<file path="src/design/audio_channel_downmix_top_defines.svh">
// ---------------------------------------------------------------------------
// audio channel downmix assertion macros
// shared property forms for the downmix block checks
// ---------------------------------------------------------------------------
`ifndef AUDIO_CHANNEL_DOWNMIX_TOP_DEFINES_SVH
`define AUDIO_CHANNEL_DOWNMIX_TOP_DEFINES_SVH

// condition implies consequence in the same cycle
`define ADM_ASSERT_NOW(lbl, ante, cons, msg) \
  lbl: assert property (@(posedge clk) disable iff (!rst_n) (ante) |-> (cons)) else $error(msg);

// condition implies consequence in the next cycle
`define ADM_ASSERT_NEXT(lbl, ante, cons, msg) \
  lbl: assert property (@(posedge clk) disable iff (!rst_n) (ante) |=> (cons)) else $error(msg);

`endif

</file>
<file path="src/design/adm_pkg.sv">
`timescale 1ns / 1ps
// ---------------------------------------------------------------------------
// adm_pkg
// types and fixed constants of the channel downmix block
// ---------------------------------------------------------------------------
package adm_pkg;

  // configuration port
  localparam int CFG_IDX_W  = 2;
  localparam int CFG_DATA_W = 7;
  localparam logic [CFG_IDX_W-1:0] REG_MODE  = 2'd0;
  localparam logic [CFG_IDX_W-1:0] REG_COUNT = 2'd1;

  // channel count register and divisor widths
  localparam int COUNT_W = 7;
  localparam int DEN_W   = COUNT_W + 1;

  // downmix modes
  localparam logic MODE_MONO   = 1'b0;
  localparam logic MODE_STEREO = 1'b1;

  // result status codes
  localparam int STATUS_W = 2;
  localparam logic [STATUS_W-1:0] STATUS_OK     = 2'd0;
  localparam logic [STATUS_W-1:0] STATUS_RANGE  = 2'd1;
  localparam logic [STATUS_W-1:0] STATUS_LENGTH = 2'd2;
  localparam logic [STATUS_W-1:0] STATUS_CONFIG = 2'd3;

  // sequencer
  typedef enum logic [3:0] {
    ST_IDLE = 4'b0001,
    ST_LOAD = 4'b0010,
    ST_DIV  = 4'b0100,
    ST_OUT  = 4'b1000
  } state_t;

endpackage

</file>
<file path="src/design/audio_channel_downmix_top.sv">
`timescale 1ns / 1ps
// ---------------------------------------------------------------------------
// audio_channel_downmix_top
// interleaved sample downmix to mono or stereo pairs, rounded averages
// ---------------------------------------------------------------------------
//  channel | direction | tdata                    | tuser / tlast
//  in_     | slave     | sample                   | tlast = message_last
//  out_    | master    | mixed_sample             | tuser = out_channel, message_end,
//          |           |                          |   status; tlast = frame_last
//  cfg_    | slave     | index 0 mode, 1 count    | -
//
//  a plain sample is only absorbed; one that ends a message early or under an
//  unsupported layout sends its error result straight out
//  a closing sample runs, per result, load, one quotient bit a cycle on the
//  shared divider, hand-off: once in mono, left then right in stereo
//  rst_n is synchronous; each result also waits on out_tready, and in_tready
//  stays low from a beat that makes a result until it has left, or on cfg_valid
// ---------------------------------------------------------------------------
`include "audio_channel_downmix_top_defines.svh"

module audio_channel_downmix_top
  import adm_pkg::*;
#(
  parameter int MAX_CHANNELS = 64,
  parameter int SAMPLE_BITS  = 24
) (
  input  logic                              clk,
  input  logic                              rst_n,
  // input samples
  input  logic                              in_tvalid,
  output logic                              in_tready,
  input  logic [((SAMPLE_BITS+7)/8)*8-1:0]  in_tdata,   // sample
  input  logic                              in_tlast,   // message_last
  // results
  output logic                              out_tvalid,
  input  logic                              out_tready,
  output logic [((SAMPLE_BITS+7)/8)*8-1:0]  out_tdata,  // mixed_sample
  output logic [3:0]                        out_tuser,  // out_channel, message_end, status[1:0]
  output logic                              out_tlast,  // frame_last
  // configuration writes
  input  logic                              cfg_valid,
  output logic                              cfg_ready,
  input  logic [CFG_IDX_W-1:0]              cfg_index,
  input  logic [CFG_DATA_W-1:0]             cfg_data
);

  localparam int TDATA_W = ((SAMPLE_BITS + 7) / 8) * 8;
  localparam int POS_W   = (MAX_CHANNELS > 2) ? $clog2(MAX_CHANNELS) : 1;
  // position compare width covers both the position and the 7-bit count
  localparam int CMP_W   = ((POS_W > COUNT_W) ? POS_W : COUNT_W) + 1;
  // accumulator holds MAX_CHANNELS full-range samples
  localparam int SUM_W   = SAMPLE_BITS + POS_W;
  // dividend 2*|sum| + n, half the divisor
  localparam int NUM_W   = SUM_W + 2;
  localparam int CNT_W   = $clog2(NUM_W);

  localparam logic signed [SAMPLE_BITS-1:0] ONE_S =
    {2'b01, {(SAMPLE_BITS-2){1'b0}}};
  localparam logic signed [SAMPLE_BITS-1:0] NEG_ONE_S =
    {2'b11, {(SAMPLE_BITS-2){1'b0}}};

  // configuration
  logic                    mode_r, mode_nxt;
  logic [COUNT_W-1:0]      count_r, count_nxt;

  // stream state
  logic [POS_W-1:0]        pos_r, pos_nxt;
  logic signed [SUM_W-1:0] left_sum_r, left_sum_nxt;
  logic signed [SUM_W-1:0] right_sum_r, right_sum_nxt;
  logic [STATUS_W-1:0]     msg_status_r, msg_status_nxt;

  // sequencer and job
  state_t                  state_r, state_nxt;
  logic                    job_last_r, job_last_nxt;    // frame closed by message_last
  logic                    job_right_r, job_right_nxt;  // divide works on right sum
  logic                    job_avg_r, job_avg_nxt;      // result is an average, not an error

  // shared divider
  logic [NUM_W-1:0]        num_r, num_nxt;
  logic [DEN_W-1:0]        rem_r, rem_nxt;
  logic [CNT_W-1:0]        cnt_r, cnt_nxt;
  logic                    neg_r, neg_nxt;

  // output register
  logic                    out_valid_r, out_valid_nxt;
  logic [SAMPLE_BITS-1:0]  out_data_r, out_data_nxt;
  logic                    out_chan_r, out_chan_nxt;
  logic                    out_flast_r, out_flast_nxt;
  logic                    out_mend_r, out_mend_nxt;
  logic [STATUS_W-1:0]     out_status_r, out_status_nxt;

  // handshakes
  logic in_fire, out_fire, cfg_fire;
  assign cfg_ready = (state_r == ST_IDLE);
  assign in_tready = (state_r == ST_IDLE) && !cfg_valid;
  assign in_fire   = in_tvalid && in_tready;
  assign out_fire  = out_valid_r && out_tready;
  assign cfg_fire  = cfg_valid && cfg_ready;

  // sample decode and frame bookkeeping
  logic signed [SAMPLE_BITS-1:0] sample_s;
  logic                          range_bad;
  logic                          supported;
  logic                          frame_done;
  logic [CMP_W-1:0]              pos_ext, count_ext;
  assign sample_s   = $signed(in_tdata[SAMPLE_BITS-1:0]);
  assign range_bad  = (sample_s > ONE_S) || (sample_s < NEG_ONE_S);
  assign pos_ext    = CMP_W'(pos_r);
  assign count_ext  = CMP_W'(count_r);
  assign frame_done = (pos_ext + CMP_W'(1)) == count_ext;

  always_comb begin
    supported = 1'b0;
    if (32'(count_r) <= MAX_CHANNELS) begin
      if (mode_r == MODE_MONO) begin
        supported = (count_r >= COUNT_W'(2));
      end else begin
        supported = (count_r >= COUNT_W'(4)) && !count_r[0];
      end
    end
  end

  // divisor is 2*n, with n the channel count or half of it in pair mode
  logic [COUNT_W-1:0] div_n;
  logic [DEN_W-1:0]   den;
  assign div_n = (mode_r == MODE_STEREO) ? (count_r >> 1) : count_r;
  assign den   = {div_n, 1'b0};

  // operand pick and magnitude for loading the divider
  logic signed [SUM_W-1:0] op_sum;
  logic [SUM_W-1:0]        op_mag;
  assign op_sum = job_right_r ? right_sum_r : left_sum_r;
  assign op_mag = op_sum[SUM_W-1] ? (~op_sum + SUM_W'(1)) : op_sum;

  // one restoring step: one quotient bit a cycle
  logic [DEN_W:0]          trial;
  logic                    q_bit;
  logic [NUM_W-1:0]        quot;
  logic [SAMPLE_BITS-1:0]  q_trunc;
  assign trial   = {rem_r, num_r[NUM_W-1]};
  assign q_bit   = (trial >= {1'b0, den});
  assign quot    = {num_r[NUM_W-2:0], q_bit};
  assign q_trunc = quot[SAMPLE_BITS-1:0];

  always_comb begin
    mode_nxt       = mode_r;
    count_nxt      = count_r;
    pos_nxt        = pos_r;
    left_sum_nxt   = left_sum_r;
    right_sum_nxt  = right_sum_r;
    msg_status_nxt = msg_status_r;
    state_nxt      = state_r;
    job_last_nxt   = job_last_r;
    job_right_nxt  = job_right_r;
    job_avg_nxt    = job_avg_r;
    num_nxt        = num_r;
    rem_nxt        = rem_r;
    cnt_nxt        = cnt_r;
    neg_nxt        = neg_r;
    out_valid_nxt  = out_valid_r;
    out_data_nxt   = out_data_r;
    out_chan_nxt   = out_chan_r;
    out_flast_nxt  = out_flast_r;
    out_mend_nxt   = out_mend_r;
    out_status_nxt = out_status_r;

    case (state_r)
      ST_IDLE: begin
        if (cfg_fire) begin
          // a known register write drops any partial frame
          if (cfg_index == REG_MODE || cfg_index == REG_COUNT) begin
            if (cfg_index == REG_MODE) begin
              mode_nxt = cfg_data[0];
            end else begin
              count_nxt = cfg_data[COUNT_W-1:0];
            end
            pos_nxt        = '0;
            left_sum_nxt   = '0;
            right_sum_nxt  = '0;
            msg_status_nxt = STATUS_OK;
          end
        end else if (in_fire) begin
          if (!supported) begin
            // samples absorbed, end of message reports the config fault
            if (in_tlast) begin
              pos_nxt        = '0;
              left_sum_nxt   = '0;
              right_sum_nxt  = '0;
              msg_status_nxt = STATUS_OK;
              job_avg_nxt    = 1'b0;
              out_valid_nxt  = 1'b1;
              out_data_nxt   = '0;
              out_chan_nxt   = 1'b0;
              out_flast_nxt  = 1'b1;
              out_mend_nxt   = 1'b1;
              out_status_nxt = STATUS_CONFIG;
              state_nxt      = ST_OUT;
            end
          end else begin
            if (range_bad) begin
              msg_status_nxt = STATUS_RANGE;
            end
            if (mode_r == MODE_STEREO && pos_r[0]) begin
              right_sum_nxt = right_sum_r + SUM_W'(sample_s);
            end else begin
              left_sum_nxt = left_sum_r + SUM_W'(sample_s);
            end
            if (!frame_done) begin
              pos_nxt = pos_r + POS_W'(1);
              if (in_tlast) begin
                // message ended inside a frame
                pos_nxt        = '0;
                left_sum_nxt   = '0;
                right_sum_nxt  = '0;
                msg_status_nxt = STATUS_OK;
                job_avg_nxt    = 1'b0;
                out_valid_nxt  = 1'b1;
                out_data_nxt   = '0;
                out_chan_nxt   = 1'b0;
                out_flast_nxt  = 1'b1;
                out_mend_nxt   = 1'b1;
                out_status_nxt = STATUS_LENGTH;
                state_nxt      = ST_OUT;
              end
            end else begin
              job_last_nxt  = in_tlast;
              job_right_nxt = 1'b0;
              job_avg_nxt   = 1'b1;
              state_nxt     = ST_LOAD;
            end
          end
        end
      end

      ST_LOAD: begin
        // dividend 2*|sum| + n over divisor 2*n rounds half away from zero
        num_nxt   = {1'b0, op_mag, 1'b0} + NUM_W'(div_n);
        rem_nxt   = '0;
        cnt_nxt   = '0;
        neg_nxt   = op_sum[SUM_W-1];
        state_nxt = ST_DIV;
      end

      ST_DIV: begin
        num_nxt = quot;
        rem_nxt = q_bit ? DEN_W'(trial - {1'b0, den}) : trial[DEN_W-1:0];
        cnt_nxt = cnt_r + CNT_W'(1);
        if (cnt_r == CNT_W'(NUM_W - 1)) begin
          out_valid_nxt  = 1'b1;
          out_data_nxt   = (msg_status_r != STATUS_OK) ? '0 :
                           (neg_r ? (~q_trunc + SAMPLE_BITS'(1)) : q_trunc);
          out_chan_nxt   = job_right_r;
          out_flast_nxt  = (mode_r == MODE_MONO) || job_right_r;
          out_mend_nxt   = job_last_r && ((mode_r == MODE_MONO) || job_right_r);
          out_status_nxt = msg_status_r;
          state_nxt      = ST_OUT;
        end
      end

      ST_OUT: begin
        if (out_fire) begin
          out_valid_nxt = 1'b0;
          state_nxt     = ST_IDLE;
          if (job_avg_r) begin
            if (mode_r == MODE_STEREO && !job_right_r) begin
              // left done, now the right sum
              job_right_nxt = 1'b1;
              state_nxt     = ST_LOAD;
            end else begin
              pos_nxt       = '0;
              left_sum_nxt  = '0;
              right_sum_nxt = '0;
              if (job_last_r) begin
                msg_status_nxt = STATUS_OK;
              end
            end
          end
        end
      end

      default: begin
        state_nxt = ST_IDLE;
      end
    endcase
  end

  // control state
  always_ff @(posedge clk) begin
    if (!rst_n) begin
      mode_r       <= MODE_MONO;
      count_r      <= COUNT_W'(2);
      pos_r        <= '0;
      left_sum_r   <= '0;
      right_sum_r  <= '0;
      msg_status_r <= STATUS_OK;
      state_r      <= ST_IDLE;
      job_last_r   <= 1'b0;
      job_right_r  <= 1'b0;
      job_avg_r    <= 1'b0;
      cnt_r        <= '0;
      out_valid_r  <= 1'b0;
    end else begin
      mode_r       <= mode_nxt;
      count_r      <= count_nxt;
      pos_r        <= pos_nxt;
      left_sum_r   <= left_sum_nxt;
      right_sum_r  <= right_sum_nxt;
      msg_status_r <= msg_status_nxt;
      state_r      <= state_nxt;
      job_last_r   <= job_last_nxt;
      job_right_r  <= job_right_nxt;
      job_avg_r    <= job_avg_nxt;
      cnt_r        <= cnt_nxt;
      out_valid_r  <= out_valid_nxt;
    end
  end

  // divider datapath and result payload
  always_ff @(posedge clk) begin
    num_r        <= num_nxt;
    rem_r        <= rem_nxt;
    neg_r        <= neg_nxt;
    out_data_r   <= out_data_nxt;
    out_chan_r   <= out_chan_nxt;
    out_flast_r  <= out_flast_nxt;
    out_mend_r   <= out_mend_nxt;
    out_status_r <= out_status_nxt;
  end

  assign out_tvalid = out_valid_r;
  assign out_tdata  = TDATA_W'(out_data_r);
  assign out_tuser  = {out_status_r, out_mend_r, out_chan_r};
  assign out_tlast  = out_flast_r;

  // checks
  `ADM_ASSERT_NOW(a_err_zero, out_valid_r && out_status_r != STATUS_OK, out_data_r == '0, "non-ok result carries data")
  `ADM_ASSERT_NOW(a_one_beat, in_tready, !out_valid_r, "input taken while a result is pending")
  `ADM_ASSERT_NOW(a_left_first, out_valid_r && !out_flast_r, mode_r == MODE_STEREO && !out_chan_r, "open frame result not a left channel")
  `ADM_ASSERT_NOW(a_pos_bound, state_r == ST_IDLE && supported, pos_ext < count_ext, "frame position past channel count")
  `ADM_ASSERT_NEXT(a_div_done, state_r == ST_DIV && cnt_r == CNT_W'(NUM_W - 1), out_valid_r && state_r == ST_OUT, "divide end without result")

endmodule
</file>
<file path="config.mk">
export PLATFORM = sky130hd
export DESIGN_NAME = audio_channel_downmix_top
export DESIGN_NICKNAME = d
export VERILOG_FILES = /design/src/design/adm_pkg.sv /design/src/design/audio_channel_downmix_top.sv
export VERILOG_INCLUDE_DIRS = /design/src /design/src/design
export SDC_FILE = /design/constraint.sdc
export NUM_CORES = 1
export LEC_CHECK = 0
export ABC_AREA = 1
export BUFFER_PORTS_ARGS = -buffer_cell sky130_fd_sc_hd__clkbuf_2
export CAP_MARGIN = 10
export CORE_MARGIN = 2
export CORE_UTILIZATION = 66
export DETAILED_ROUTE_END_ITERATION = 10
export PLACE_DENSITY = 0.95
export SLEW_MARGIN = 20
export SYNTH_ARGS = -nofsm -noshare
export SYNTH_HDL_FRONTEND = slang
export SYNTH_SLANG_ARGS = --single-unit
</file>
<file path="constraint.sdc">
create_clock -name clk -period 6.8 [get_ports clk]
set_input_delay 1.02 -clock clk [delete_from_list [all_inputs] [get_ports clk]]
set_output_delay 1.02 -clock clk [all_outputs]
set_load 0.02 [all_outputs]
</file>
### Yosys cells after proc, flatten, opt, wreduce, memory -nomap -nowiden

Index checks and enable logic that the tools add are counted.

* output and inout port bits: 32
* register bits after elaboration: 159
* input bits: 39
* word-level logic and storage cells: 215

* order comparisons: 6
* equality and inequality tests: 24
* $add $sub $neg: 9
* reduce and logical (&&, ||, !) cells: 32
* bitwise operators: 5
* multiplexer cells: 119

Operators by type and width (number)
* 2-to-1 mux 30 bit: 19
* 2-to-1 mux 24 bit: 8
* case mux 30 bit (2 select lines): 2
* case mux 32 bit (2 select lines): 1
* adder 30 x 24 -> 30 bit: 2
* 2-to-1 mux 6 bit: 10
* case mux 24 bit (2 select lines): 1
* 2-to-1 mux 2 bit: 21
* 2-to-1 mux 1 bit: 37
* adder 31 x 7 -> 32 bit: 1
* adder 30 x 2 -> 30 bit (second input constant): 1
* NOT 30 bit: 1
* 2-to-1 mux 4 bit: 7
* adder 24 x 1 -> 24 bit (second input constant): 1
* > comparator 24 bit (second input constant): 1
* less-than comparator 24 x 23 -> 1 bit (second input constant): 1
* NOT 24 bit: 1
* AND reduction 8 bit: 3
* case mux 4 bit (4 select lines): 1
* case mux 8 bit (2 select lines): 1
* != test 2 bit (second input constant): 7
* AND reduction 7 bit: 2
* case mux 6 bit (2 select lines): 1
* AND reduction 4 bit: 3
* other kinds (37): 62

### Logic depth before layout (Yosys ltp)

* word-level depth: 9
* gate-level depth with buffers: 26
* gate-level depth less buffers: 23

### Worst setup path before layout

OpenSTA, ideal clock, no wires.

* path type: register to register
* start point: register mode_r
* end point: register out_data_r[18] (netlist: out_tdata[18]), data pin
* library setup time: 0.261 ns
* data arrival time: 3.519 ns
* stages on the path, launching flop included: 22
* data required time: 6.539 ns
* clock period less this slack: 3.780 ns
* path buffers: 2
* path slack: 3.020 ns
* path through: dfxtp_1 -> clkbuf_1 -> clkbuf_1 -> o21ai_0 -> ha_1 -> a21oi_1 -> o21ai_0 -> nand2_1 -> nand2_1 -> a21oi_1 -> nor2_1 -> nor2_1 -> ha_1 -> nand4_1 -> nor2_1 -> nand3_1 -> nor3_1 -> nand2_1 -> o21ai_0 -> o21ai_0 -> o21ai_0 -> a21oi_1

* longest elaborated chain between the ends: 8
* elaborated cells on any way between the ends: 13
* classes of those cells: add/sub: 1; order compare: 1; mux: 10; bitwise: 1

RTL lines
* start: declaration: line audio_channel_downmix_top.sv:63 `logic mode_r, mode_nxt;`
* start signal: assignment: line audio_channel_downmix_top.sv:303 `mode_r <= mode_nxt;`
* 2-to-1 mux 7 bit: line audio_channel_downmix_top.sv:126 `assign div_n = (mode_r == MODE_STEREO) ? (count_r >> 1) : count_r;`
* >= comparator 9 x 8 -> 1 bit: line audio_channel_downmix_top.sv:141 `assign q_bit = (trial >= {1'b0, den});`
* NOT 24 bit: line audio_channel_downmix_top.sv:251 `(neg_r ? (~q_trunc + SAMPLE_BITS'(1)) : q_trunc);`
* adder 24 x 1 -> 24 bit: line audio_channel_downmix_top.sv:251
* 2-to-1 mux 24 bit: line audio_channel_downmix_top.sv:251
* 2-to-1 mux 24 bit: line audio_channel_downmix_top.sv:250 `out_data_nxt = (msg_status_r != STATUS_OK) ? '0 :`
* 2-to-1 mux 24 bit: line audio_channel_downmix_top.sv:248 `if (cnt_r == CNT_W'(NUM_W - 1)) begin`
* case mux 24 bit (2 select lines) (*): line audio_channel_downmix_top.sv:167 `case (state_r)`
* end signal: assignment: line audio_channel_downmix_top.sv:323 `out_data_r <= out_data_nxt;`
* end: declaration: line audio_channel_downmix_top.sv:86 `logic [SAMPLE_BITS-1:0] out_data_r, out_data_nxt;`

Every way passes the cells marked *; elsewhere a longest branch is shown, timed or not. The select of a mux whose other input is x is not followed.
A chain may end at the register's enable or synchronous reset.

### Worst setup path after layout

Same ends and word-level chain as after synthesis.

==> out/results.ini <==
[critical_path]
cp_cell_sequence = o21ai_0 -> ha_1 -> a21oi_1 -> o21ai_0 -> nand2_1 -> nand2_1 -> a21oi_1 -> nor2_1 -> nor2_1 -> ha_1 -> nand4_1 -> nor2_1 -> nand3_1 -> nor3_1 -> nand2_1 -> o21ai_0 -> o21ai_0 -> o21ai_0 -> a21oi_1
startpoint_type = register
arrival_ps = 4720
r2r_setup_slack_ps = 2270
worstPathRequired_ps = 6990
slowest_delay_ps = 660
rr_startpoint = mode_r$_SDFFE_PN0P_
critPathBufInv = 0
critPathSlowestCell = dfxtp_1
cp_common_cell = o21ai_0
crit_fanout = 17
critical_path.top_delay_family = compound AO/OA/AOI/OAI gates
reg2reg_to = out_tdata[18]$_SDFFCE_PP0P_
end_kind = register
worst-setup-path-type = register to register
reg2regPathDepth = 19

[routing]
viasPerCell = 6.11
remaining_drc_errors = 0
drtPass1Iterations = 7
wl_per_cell_um = 17.6
postRouteAntennaNets = 0
num_vias = 14700
first_iter_violations = 1700
wl_mm = 42.4

[synth]
synth_largest_area_cell = edfxtp_1
yosysWarnings = 0
synth_top_family_by_area = simple AND/OR/NAND/NOR gates
synth_seq_cells = 159
syn-instance-count = 2090
syn_area_per_cell_um2 = 6.47
yosys.area_share.simple = 0.301
ys_top_cells_by_area = edfxtp_1, nand2_1, dfxtp_1
synth_area_um2 = 13500
ys_top_cells_by_count = nand2_1, inv_1, a21oi_1
yosysMostFrequentCell = nand2_1
synth.distinct_cells = 53
synth_compound_area_frac = 0.205
async_reset_ff_frac = 0
ys.flop_type = dfxtp_1
synth-seq-area-share = 0.287
synthMuxAreaShare = 0.00157
synth_xor_area_frac = 0.0324
synth_fa_ha_area_frac = 0.0762
synth-edff-count = 70
mappedNetlistNets = 2209
yosysTopAreaCellShare = 0.155

[global_route]
grt.total_usage = 0.391
grt_overflow = 0
first_global_vias = 13800
antenna_found_initial = 0
grt_max_degree = 66
grt_first_pass_wirelength_mm = 68.7

[power_and_ir_drop]
power-per-cell-area_nw_per_um2 = 223
power_frac_comb = 0.341
netSwitchingPower_mw = 1.30
power_frac_seq = 0.342
p_sw_frac = 0.399
pwr-share-clk = 0.316
p_int_mw = 1.95
p_leak_nw = 6.46
vdd_drop_max_v = 0.000179

[timing]
finalHoldViolCount = 0
holdWs_ps = 473
finalSetupViolCount = 0
min_period_ps = 4530
skew_ps = 10.7
relSlewSlack = 0.395
finalSetupTns_ps = 0
worstMarginPinSlew_ps = 903
fin_crit_sh = 0.666
rsz0062_at_grt = false
drv_slew = 0
fmax_ghz = 0.221

[min_path]
hp-class = register to register
min_from = cnt_r[4]$_SDFFE_PN0P_
hold_depth = 2
worstHoldEndpoint = cnt_r[4]$_SDFFE_PN0P_

[place]
placed_cells = 2375
hpwl_mm = 31.1
io_buffers = 70
gp_congestion = 1.03
dpl_cell_area_um2 = 14000

[clock_network]
tritoncts = yes
cts_setup_buffers = 0
path_clk_slew_ps = 70
clock_latency_ps = 450
cts_buffer_depth = 2
cts_resized = 0
cts_root_buf = clkbuf_16
numCtsBuffers = 17
clock-sinks = 159
cts_hold_buffers = 0
h-tree-depth = 4

[final_layout]
syn_to_final_growth_pct = 7.96
layout-drive-gt1-share = 0.0833
layout.cells.non_filler = 2407
diodes = 0
final_net_count = 2243
final_area_um2 = 14600

[die]
die_w_um = 147
core_area_um2 = 20200
num_rows = 52
pin_count = 71
dieHeight_um = 147
initial_core_util = 0.671
die_area_um2 = 21700

[flow_run]
cap_violations = 0

[status]
status = completed

power groups by stage:
stage               Sequential, mW  Clock [mW]  Combinational, mW
CTS                           1.11        1.03               1.08
global placement              1.13           0               1.06
detailed placement            1.13           0               1.07
global route                  1.12        1.07               1.23
finish                        1.11        1.03               1.11
floorplan                     1.12           0              0.808
cells by family after synthesis:
family | count (synthesis)
multiplexers | 2
buffers and inverters | 320
XOR/XNOR | 50
adder cells (fa/ha/maj) | 80
AO/OA/AOI/OAI | 508
AND/OR/NAND/NOR | 971
flip-flops | 159
per-layer routing:
metal | track usage | vias to the layer above | share of wire
met1 | 0.486 | 6605 | 0.39
met4 | 0.188 | 0 | 0.051
met5 | 0 | - | 0
met3 | 0.0643 | 173 | 0.092
met2 | 0.664 | 870 | 0.47
li1 | - | 7065 | -
layout by cell type (no fill, tap or decap), types with 9 or more instances in the layout:
| master | n |
|---|---|
| nor4_1 | 14 |
| xor2_1 | 34 |
| buf_4 | 11 |
| o21ai_0 | 175 |
| ha_1 | 76 |
| nand2_2 | 12 |
| nor3_1 | 30 |
| edfxtp_1 | 70 |
| nor2_2 | 17 |
| xnor2_1 | 16 |
| clkbuf_16 | 17 |
| o22ai_1 | 11 |
| inv_1 | 241 |
| o21ai_1 | 17 |
| o211ai_1 | 27 |
| nand2_1 | 527 |
| dfxtp_1 | 88 |
| nand4_1 | 21 |
| a21oi_1 | 222 |
| nor2_1 | 213 |
| nand3_1 | 113 |
| inv_2 | 9 |
| o21a_1 | 11 |
| clkbuf_2 | 70 |
per-stage QoR:
stage / setup slack (ps) / power (mW) / utilization
after floorplan: 3020 / 1.92 / -
after global placement: 2780 / 2.19 / 0.693
after detailed placement: 2550 / 2.20 / 0.693
after CTS: 2420 / 3.22 / 0.723
after global routing: 1920 / 3.41 / 0.724
final: 2270 / 3.25 / 0.724
worst max-delay path by stage:
stage	from	to	slack (ps)	depth (start not counted)
3_5_place_dp	mode_r$_SDFFE_PN0P_	out_tdata[18]$_SDFFCE_PP0P_	2550	19
6_report	mode_r$_SDFFE_PN0P_	out_tdata[18]$_SDFFCE_PP0P_	2270	19
2_1_floorplan	mode_r$_SDFFE_PN0P_	out_tdata[18]$_SDFFCE_PP0P_	3020	21
3_3_place_gp	cfg_valid	pos_r[4]$_SDFFE_PN0P_	2780	13
4_1_cts	mode_r$_SDFFE_PN0P_	out_tdata[18]$_SDFFCE_PP0P_	2420	19
5_1_grt	mode_r$_SDFFE_PN0P_	out_tdata[18]$_SDFFCE_PP0P_	1920	19
area by class of cell:
type | count | area [um^2]
inverter | 254 | 956
sequential | 159 | 3880
timing repair buffer | 81 | 433
clock buffer | 17 | 425
clock inverter | 15 | 191
multi-input combinational | 1611 | 8370
tap | 270 | 338
fill | 1646 | 5570
flip-flops by register name, indices dropped and copies added (netlist names), 2 cells and up:
register      flops
num_r            32
state_r           4
msg_status_r      2
count_r           7
cnt_r             5
left_sum_r       30
out_status_r      2
out_tdata        24
rem_r             8
pos_r             6
right_sum_r      30
worst reg2reg max path, cell delays in order, from the launching register on:
cell and delay [ps]:
dfxtp_1 660, o21ai_0 250, ha_1 400, a21oi_1 140
o21ai_0 150, nand2_1 100, nand2_1 50, a21oi_1 210
nor2_1 70, nor2_1 260, ha_1 330, nand4_1 150
nor2_1 180, nand3_1 120, nor3_1 240, nand2_1 160
o21ai_0 370, o21ai_0 210, o21ai_0 180, a21oi_1 50
Power figures use the tool's default switching activity.
